File: config.mk
export PLATFORM = sky130hd
export DESIGN_NAME = sorted_set_toggle_top
export DESIGN_NICKNAME = d
export VERILOG_FILES = /design/src/rtl/sst_pkg.sv /design/src/rtl/sorted_set_toggle_top.sv /design/src/rtl/sst_mem.sv /design/src/rtl/sst_seq.sv
export SDC_FILE = /design/constraint.sdc
export NUM_CORES = 1
export LEC_CHECK = 0
export BUFFER_PORTS_ARGS = -buffer_cell sky130_fd_sc_hd__buf_4
export CORE_ASPECT_RATIO = 0.7
export CORE_MARGIN = 2
export CORE_UTILIZATION = 50
export CTS_CLUSTER_SIZE = 24
export DETAILED_ROUTE_END_ITERATION = 12
export PLACE_DENSITY = 0.78
export REMOVE_ABC_BUFFERS = 1
export SETUP_SLACK_MARGIN = 0.05
export SYNTH_ARGS = -nofsm -noshare
export SYNTH_HDL_FRONTEND = slang
export SYNTH_HIERARCHICAL = 1
export SYNTH_SLANG_ARGS = --single-unit
export TNS_END_PERCENT = 20
File: constraint.sdc
create_clock -name clk -period 6.11 [get_ports clk]
set_input_delay 0.9165 -clock clk [delete_from_list [all_inputs] [get_ports clk]]
set_output_delay 0.9165 -clock clk [all_outputs]
set_load 0.05 [all_outputs]
File: src/rtl/sst_pkg.sv
// shared types and codes for the sorted set toggle block
`default_nettype none

package sst_pkg;

    localparam int VALUE_W = 32;
    localparam int POS_W   = 3;
    localparam int CNT_W   = 4;
    localparam int ACT_W   = 2;

    localparam logic [ACT_W-1:0] ACT_INSERT = 2'd0;
    localparam logic [ACT_W-1:0] ACT_DELETE = 2'd1;
    localparam logic [ACT_W-1:0] ACT_REJECT = 2'd2;

    typedef enum logic [2:0] {
        ST_IDLE,
        ST_SCAN,
        ST_DECIDE,
        ST_MOVE,
        ST_PLACE,
        ST_DONE
    } sst_state_t;

    typedef struct packed {
        logic [ACT_W-1:0] action;
        logic [POS_W-1:0] position;
        logic [CNT_W-1:0] count;
    } sst_result_t;

endpackage

`default_nettype wire

File: src/rtl/sorted_set_toggle_top.sv
// top level: sequencer, entry memory and result output register
//
//  channel | signals                              | direction
//  --------+--------------------------------------+----------
//  input   | in_valid, in_ready, value            | in
//  result  | out_valid, out_ready, action,        | out
//          | position, count                      |
//
// a transaction scans the entries in order (scan stops at the first one not below
// value), then shifts entries one per cycle through the memory port and, on
// insert, writes the new value in place; in_ready is low meanwhile.
// reset clears the entry count and control; entry contents are not cleared.
// a stalled result holds in the output register; the sequencer waits for it.
`default_nettype none

module sorted_set_toggle_top #(
    parameter int CAPACITY = 8
) (
    input  wire logic                        clk,
    input  wire logic                        rst_n,
    input  wire logic                        in_valid,
    output logic                             in_ready,
    input  wire logic [sst_pkg::VALUE_W-1:0] value,
    output logic                             out_valid,
    input  wire logic                        out_ready,
    output logic      [sst_pkg::ACT_W-1:0]   action,
    output logic      [sst_pkg::POS_W-1:0]   position,
    output logic      [sst_pkg::CNT_W-1:0]   count
);

    localparam int IW = (CAPACITY > 1) ? $clog2(CAPACITY) : 1;
    localparam int CW = $clog2(CAPACITY + 1);

    logic                        done;
    sst_pkg::sst_result_t        result;
    logic                        out_free;
    logic                        mem_we;
    logic [IW-1:0]               mem_waddr;
    logic [sst_pkg::VALUE_W-1:0] mem_wdata;
    logic [IW-1:0]               mem_raddr;
    logic [sst_pkg::VALUE_W-1:0] mem_rdata;

    logic                 out_valid_reg, out_valid_next;
    sst_pkg::sst_result_t out_data_reg, out_data_next;

    sst_seq #(
        .CAPACITY (CAPACITY),
        .IW       (IW),
        .CW       (CW)
    ) u_seq (
        .clk       (clk),
        .rst_n     (rst_n),
        .in_valid  (in_valid),
        .in_ready  (in_ready),
        .value     (value),
        .done      (done),
        .result    (result),
        .out_free  (out_free),
        .mem_we    (mem_we),
        .mem_waddr (mem_waddr),
        .mem_wdata (mem_wdata),
        .mem_raddr (mem_raddr),
        .mem_rdata (mem_rdata)
    );

    sst_mem #(
        .DEPTH (CAPACITY),
        .AW    (IW)
    ) u_mem (
        .clk   (clk),
        .we    (mem_we),
        .waddr (mem_waddr),
        .wdata (mem_wdata),
        .raddr (mem_raddr),
        .rdata (mem_rdata)
    );

    assign out_free = !out_valid_reg || out_ready;

    always_comb
    begin
        out_valid_next = out_valid_reg;
        out_data_next  = out_data_reg;
        if (done)
        begin
            out_valid_next = 1'b1;
            out_data_next  = result;
        end
        else if (out_ready)
        begin
            out_valid_next = 1'b0;
        end
    end

    always_ff @(posedge clk or negedge rst_n)
    begin
        if (!rst_n)
        begin
            out_valid_reg <= 1'b0;
        end
        else
        begin
            out_valid_reg <= out_valid_next;
        end
    end

    always_ff @(posedge clk)
    begin
        out_data_reg <= out_data_next;
    end

    assign out_valid = out_valid_reg;
    assign action    = out_data_reg.action;
    assign position  = out_data_reg.position;
    assign count     = out_data_reg.count;

endmodule

`default_nettype wire

File: src/rtl/sst_mem.sv
// entry storage: one write port, one read port with registered read data
`default_nettype none

module sst_mem #(
    parameter int DEPTH = 8,
    parameter int AW    = 3
) (
    input  wire logic                        clk,
    input  wire logic                        we,
    input  wire logic [AW-1:0]               waddr,
    input  wire logic [sst_pkg::VALUE_W-1:0] wdata,
    input  wire logic [AW-1:0]               raddr,
    output logic      [sst_pkg::VALUE_W-1:0] rdata
);

    logic [sst_pkg::VALUE_W-1:0] mem [DEPTH];
    logic [sst_pkg::VALUE_W-1:0] rdata_reg;

    always_ff @(posedge clk)
    begin
        if (we)
        begin
            mem[waddr] <= wdata;
        end
        rdata_reg <= mem[raddr];
    end

    assign rdata = rdata_reg;

endmodule

`default_nettype wire

File: src/rtl/sst_seq.sv
// sequencer: scans for the sorted position, then shifts entries one per cycle
`default_nettype none

module sst_seq #(
    parameter int CAPACITY = 8,
    parameter int IW       = 3,
    parameter int CW       = 4
) (
    input  wire logic                        clk,
    input  wire logic                        rst_n,
    input  wire logic                        in_valid,
    output logic                             in_ready,
    input  wire logic [sst_pkg::VALUE_W-1:0] value,
    output logic                             done,
    output sst_pkg::sst_result_t             result,
    input  wire logic                        out_free,
    output logic                             mem_we,
    output logic      [IW-1:0]               mem_waddr,
    output logic      [sst_pkg::VALUE_W-1:0] mem_wdata,
    output logic      [IW-1:0]               mem_raddr,
    input  wire logic [sst_pkg::VALUE_W-1:0] mem_rdata
);

    localparam logic [CW-1:0] CAP_C = CW'(CAPACITY);
    localparam logic [CW-1:0] ONE_C = CW'(1);
    localparam logic [CW-1:0] TWO_C = CW'(2);

    sst_pkg::sst_state_t            state_reg, state_next;
    logic [sst_pkg::VALUE_W-1:0]    value_reg, value_next;
    logic [CW-1:0]                  held_reg, held_next;
    logic [CW-1:0]                  pos_reg, pos_next;
    logic [CW-1:0]                  dst_reg, dst_next;
    logic                           found_reg, found_next;
    logic [sst_pkg::ACT_W-1:0]      action_reg, action_next;

    logic          accept;
    logic          less;
    logic          last_scan;
    logic          del_more;
    logic          ins_more;
    logic [CW-1:0] new_held;

    assign accept    = in_valid && in_ready;
    // shared compare unit: one stored entry against the item per cycle
    assign less      = $signed(mem_rdata) < $signed(value_reg);
    assign last_scan = (pos_reg + ONE_C) == held_reg;
    assign del_more  = (dst_reg + TWO_C) < held_reg;
    assign ins_more  = (dst_reg - ONE_C) > pos_reg;

    always_comb
    begin
        case (action_reg)
            sst_pkg::ACT_INSERT: new_held = held_reg + ONE_C;
            sst_pkg::ACT_DELETE: new_held = held_reg - ONE_C;
            default:             new_held = held_reg;
        endcase
    end

    // next state
    always_comb
    begin
        state_next = state_reg;
        case (state_reg)
            sst_pkg::ST_IDLE:
            begin
                if (accept)
                begin
                    state_next = (held_reg == '0) ? sst_pkg::ST_DECIDE : sst_pkg::ST_SCAN;
                end
            end
            sst_pkg::ST_SCAN:
            begin
                if (!less || last_scan)
                begin
                    state_next = sst_pkg::ST_DECIDE;
                end
            end
            sst_pkg::ST_DECIDE:
            begin
                if (found_reg)
                begin
                    state_next = ((pos_reg + ONE_C) < held_reg) ? sst_pkg::ST_MOVE
                                                                : sst_pkg::ST_DONE;
                end
                else if (held_reg == CAP_C)
                begin
                    state_next = sst_pkg::ST_DONE;
                end
                else
                begin
                    state_next = (held_reg > pos_reg) ? sst_pkg::ST_MOVE : sst_pkg::ST_PLACE;
                end
            end
            sst_pkg::ST_MOVE:
            begin
                if (action_reg == sst_pkg::ACT_DELETE)
                begin
                    if (!del_more)
                    begin
                        state_next = sst_pkg::ST_DONE;
                    end
                end
                else if (!ins_more)
                begin
                    state_next = sst_pkg::ST_PLACE;
                end
            end
            sst_pkg::ST_PLACE:
            begin
                state_next = sst_pkg::ST_DONE;
            end
            sst_pkg::ST_DONE:
            begin
                if (out_free)
                begin
                    state_next = sst_pkg::ST_IDLE;
                end
            end
            default:
            begin
                state_next = sst_pkg::ST_IDLE;
            end
        endcase
    end

    // datapath and outputs
    always_comb
    begin
        value_next  = value_reg;
        held_next   = held_reg;
        pos_next    = pos_reg;
        dst_next    = dst_reg;
        found_next  = found_reg;
        action_next = action_reg;
        in_ready    = 1'b0;
        done        = 1'b0;
        mem_we      = 1'b0;
        mem_waddr   = '0;
        mem_wdata   = mem_rdata;
        mem_raddr   = '0;
        case (state_reg)
            sst_pkg::ST_IDLE:
            begin
                in_ready = 1'b1;
                if (accept)
                begin
                    value_next = value;
                    pos_next   = '0;
                    found_next = 1'b0;
                end
            end
            sst_pkg::ST_SCAN:
            begin
                if (less)
                begin
                    pos_next = pos_reg + ONE_C;
                    if (!last_scan)
                    begin
                        mem_raddr = IW'(pos_reg + ONE_C);
                    end
                end
                else
                begin
                    found_next = (mem_rdata == value_reg);
                end
            end
            sst_pkg::ST_DECIDE:
            begin
                if (found_reg)
                begin
                    action_next = sst_pkg::ACT_DELETE;
                    dst_next    = pos_reg;
                    if ((pos_reg + ONE_C) < held_reg)
                    begin
                        mem_raddr = IW'(pos_reg + ONE_C);
                    end
                end
                else if (held_reg == CAP_C)
                begin
                    action_next = sst_pkg::ACT_REJECT;
                    pos_next    = '0;
                end
                else
                begin
                    action_next = sst_pkg::ACT_INSERT;
                    dst_next    = held_reg;
                    if (held_reg > pos_reg)
                    begin
                        mem_raddr = IW'(held_reg - ONE_C);
                    end
                end
            end
            sst_pkg::ST_MOVE:
            begin
                // write the entry read last cycle, read the next source
                mem_we    = 1'b1;
                mem_waddr = IW'(dst_reg);
                mem_wdata = mem_rdata;
                if (action_reg == sst_pkg::ACT_DELETE)
                begin
                    dst_next = dst_reg + ONE_C;
                    if (del_more)
                    begin
                        mem_raddr = IW'(dst_reg + TWO_C);
                    end
                end
                else
                begin
                    dst_next = dst_reg - ONE_C;
                    if (ins_more)
                    begin
                        mem_raddr = IW'(dst_reg - TWO_C);
                    end
                end
            end
            sst_pkg::ST_PLACE:
            begin
                mem_we    = 1'b1;
                mem_waddr = IW'(pos_reg);
                mem_wdata = value_reg;
            end
            sst_pkg::ST_DONE:
            begin
                if (out_free)
                begin
                    done      = 1'b1;
                    held_next = new_held;
                end
            end
            default:
            begin
            end
        endcase
    end

    assign result.action   = action_reg;
    assign result.position = sst_pkg::POS_W'(pos_reg);
    assign result.count    = sst_pkg::CNT_W'(new_held);

    always_ff @(posedge clk or negedge rst_n)
    begin
        if (!rst_n)
        begin
            state_reg <= sst_pkg::ST_IDLE;
            held_reg  <= '0;
        end
        else
        begin
            state_reg <= state_next;
            held_reg  <= held_next;
        end
    end

    always_ff @(posedge clk)
    begin
        value_reg  <= value_next;
        pos_reg    <= pos_next;
        dst_reg    <= dst_next;
        found_reg  <= found_next;
        action_reg <= action_next;
    end

    a_held_range: assert property (@(posedge clk) disable iff (!rst_n)
        held_reg <= CAP_C)
        else $error("entry count above capacity");

    a_reject_full: assert property (@(posedge clk) disable iff (!rst_n)
        (state_reg == sst_pkg::ST_DONE && action_reg == sst_pkg::ACT_REJECT)
        |-> (held_reg == CAP_C && pos_reg == '0))
        else $error("reject while set not full");

    a_busy_after_accept: assert property (@(posedge clk) disable iff (!rst_n)
        accept |=> !in_ready)
        else $error("ready right after an accepted transaction");

    a_done_free: assert property (@(posedge clk) disable iff (!rst_n)
        done |-> (out_free && state_reg == sst_pkg::ST_DONE))
        else $error("result issued while output register busy");

endmodule

`default_nettype wire

==> flow_summary_export.csv <==
group,metric,value,unit
outcome,outcome,"finished, final reports clean",
cts,postCtsSetupRepairBufs,0,
sta,slew_viol_final,0,
logic_synthesis,postSynth.asyncResetShare,2.30,%
logic_synthesis,synthAdderAreaFrac,4.67,%
placement,port_buffers,46,
worst_setup_path,ff2ff_path_depth,13,
detailed_routing,firstDrtPassIters,5,
final_layout,ff_latch_area,10100,sq um
sta,tns,0,ns
detailed_routing,vias_per_cell,5.80,
logic_synthesis,netlist_area,14700,sq um
worst_setup_path,worstPathMaxFanout,31,
worst_setup_path,critPathLaunchType,"flip-flop",
global_routing,grt_pass1_vias,7351,
placement,dp_hpwl,16600,microns
cts,cts_sinks,348,
sta,fmax,225,MHz
sta,slew_headroom,27.8,%
logic_synthesis,synthDistinctLibCells,62,
global_routing,grt_pass1_wl,43800,microns
logic_synthesis,synth_top_family_by_area,"multiplexers",
final_layout,n_antenna_cell,0,
cts,cts_made_buffers,34,
final_layout,final_area,16600,sq um
worst_setup_path,endpoint_kind,"flip-flop",
floorplan,die_w,209,microns
final_layout,largest_reg_flops,256,
pwr,total_power,8.90,mW
pwr,power_leakage,5.81,nW
floorplan,start_util,50.9,%
logic_synthesis,ys_seq_area_share,68.4,%
floorplan,die_area,30900,sq um
logic_synthesis,synth_top_area_share,62.7,%
logic_synthesis,synth_top_area_cell,"edfxtp_1",
floorplan,core_area,29000,sq um
final_layout,final_cells,1282,
floorplan,pin_count,47,
sta,finalSetupViolCount,0,
logic_synthesis,syn_inst,814,
final_layout,areaGrowthSynthToFinish,12.6,%
logic_synthesis,synth_compound_area_share,3.17,%
sta,clock_skew,0.0167,ns
cts,cts_buffer_depth,3,
final_layout,fin_nets,970,
logic_synthesis,yosys_warnings,6,
sta,post-route-period-util,72.8,%
worst_setup_path,path_class,"reg2reg",
cts,clock_latency,0.52,ns
placement,place_inst,1221,
sta,layout_setup_ws,1.66,ns
worst_setup_path,arrival,4.85,ns
worst_setup_path,cp.required,6.51,ns
logic_synthesis,synth_flop_cell,"edfxtp_1",
logic_synthesis,synth_edf_count,308,
cts,holdBufCountCts,0,
logic_synthesis,syn_area_per_cell,18.1,sq um
final_layout,fill_cells,2093,
sta,rsz0062_at_grt,"false",
global_routing,grt_usage,19.0,%
cts,cts_tree,"yes",
pwr,power.density,536,nW/um^2
sta,period_needed,4.45,ns
job,cap_violations,0,
floorplan,dieHeight,148,microns
min_path,min_path_type,"in2async",
detailed_routing,wl_per_cell,22.2,microns
cts,h-tree-depth,2,
global_routing,grt-ovfl-total,0,
sta,tightest_slew,1.08,ns
cts,ctsResizeCount,0,
detailed_routing,via_count,7432,
global_routing,grt_max_degree,65,
global_routing,antenna_found_initial,0,
placement,placed_area,15600,sq um
detailed_routing,remaining_drc_errors,0,
placement,gp_congestion,0.864,
detailed_routing,wirelength,28500,microns
logic_synthesis,ys_ff_latch,348,
cts,clk_pin_slew,0.06,ns
detailed_routing,ant_nets,0,
floorplan,rows,52,
pwr,peakVddDrop,0.000412,V
final_layout,multiInputGateArea,4350,sq um
detailed_routing,drtIter0Drc,631,
sta,hold_viol,0,
final_layout,drive_gt1_share,22.0,%
logic_synthesis,synthTopCellsByArea,"edfxtp_1 (63%), mux4_1 (7.1%), ha_1 (4.7%)",
logic_synthesis,synthXorXnorAreaFrac,0.772,%
cts,cts_root_buf,"clkbuf_16",
placement,pre_cts_slack,1.67,ns
logic_synthesis,muxShareOfSynthArea,16.2,%
logic_synthesis,synth-simple-area-share,4.19,%
-- area by class of cell --
class / instances / share of cell area, %
clock buffer: 43 / 5.58
clock inverter: 18 / 0.701
inverter: 50 / 1.13
multi-input combinational: 387 / 26.2
sequential: 348 / 60.8
tap: 378 / 2.85
timing repair buffer: 58 / 2.70
-- synth_stat cells, types with 3 or more instances --
cell / n
inv_1: 48
and2_1: 3
o21ai_0: 14
a211o_1: 3
o22ai_1: 3
o211ai_1: 3
a21oi_1: 16
mux4_2: 24
dfxtp_1: 32
mux2_2: 42
clkbuf_1: 5
nor2_1: 26
o21a_1: 6
buf_1: 4
nand3_1: 4
buf_4: 3
mux2i_1: 8
nand2_1: 31
xnor2_1: 11
buf_2: 10
nand2b_1: 7
or3_1: 4
ha_1: 55
o21ai_1: 8
edfxtp_1: 308
mux2_1: 22
nor2b_1: 7
nand4_1: 6
dfrtp_1: 8
nor3_1: 9
buf_6: 7
mux4_1: 40
-- power breakdown --
part	internal [mW]	leakage [nW]	switching [mW]
clock	1.12	0.514	0.859
combinational	1.56	2.14	1.76
sequential	3.35	3.16	0.250
total	6.03	5.81	2.87
-- kinds of logic after synthesis --
| family | after synthesis |
|---|---|
| AO/OA/AOI/OAI | 69 |
| buffers and inverters | 79 |
| XOR/XNOR | 13 |
| flip-flops | 348 |
| adder cells (fa/ha/maj) | 55 |
| AND/OR/NAND/NOR | 114 |
| multiplexers | 136 |
-- final timing paths --
| kind | startpoint | endpoint | slack, ns |
|---|---|---|---|
| setup / recovery | u_seq/pos_reg[0] | u_mem/rdata[16] | 1.66 |
| hold / removal | rst_n | u_seq/held_reg[1] | 0.21 |
| setup reg to reg | u_seq/pos_reg[0] | u_mem/rdata[16] | 1.66 |
| hold reg to reg | out_valid | out_valid | 0.55 |
| max in group asynchronous | rst_n | out_valid | 5.77 |
| min in group clk | out_valid | out_valid | 0.55 |
-- metal layers --
metal	global-route usage, %	routed length (microns)
met5	0	0
met4	4.86	491
met3	3.82	1790
met2	28.8	12800
met1	28.6	13400
-- layout by cell type (no fill, tap or decap), types with 3 or more instances in the layout --
cell type	count
edfxtp_1	308
buf_4	57
ha_1	55
inv_1	48
mux2_2	42
mux4_1	40
clkbuf_16	35
dfxtp_1	32
nand2_1	31
mux4_2	24
mux2_1	22
nor2_1	20
a21oi_1	16
o21ai_0	14
xnor2_1	11
dfrtp_1	8
o21ai_1	8
mux2i_1	8
clkinv_1	7
clkinv_2	7
nand2b_1	7
nor3_1	7
nor2b_1	7
clkbuf_1	6
nor2_4	6
o21a_1	6
nand4_1	6
nand3_1	4
or3_1	4
o211ai_1	3
o22ai_1	3
-- through the flow --
step                hold WS, ns  util [%]
CTS                       0.203      57.3
global placement          0.533      53.7
floorplan                 0.520         -
detailed placement        0.543      53.7
global route              0.211      57.3
finish                    0.211      57.3
-- critical path: stages, from the launching register on --
cell      delay, ns
edfxtp_1       0.55
ha_1           0.28
xnor2_1        0.23
inv_1          0.13
ha_1           0.32
o21a_1         0.12
o21ai_1        0.11
nand3b_1       0.09
or3_1          0.39
o22ai_1        0.23
a211o_4        0.52
buf_4          0.45
mux4_1         0.61
mux2_2         0.27
Power figures use the tool's default switching activity.
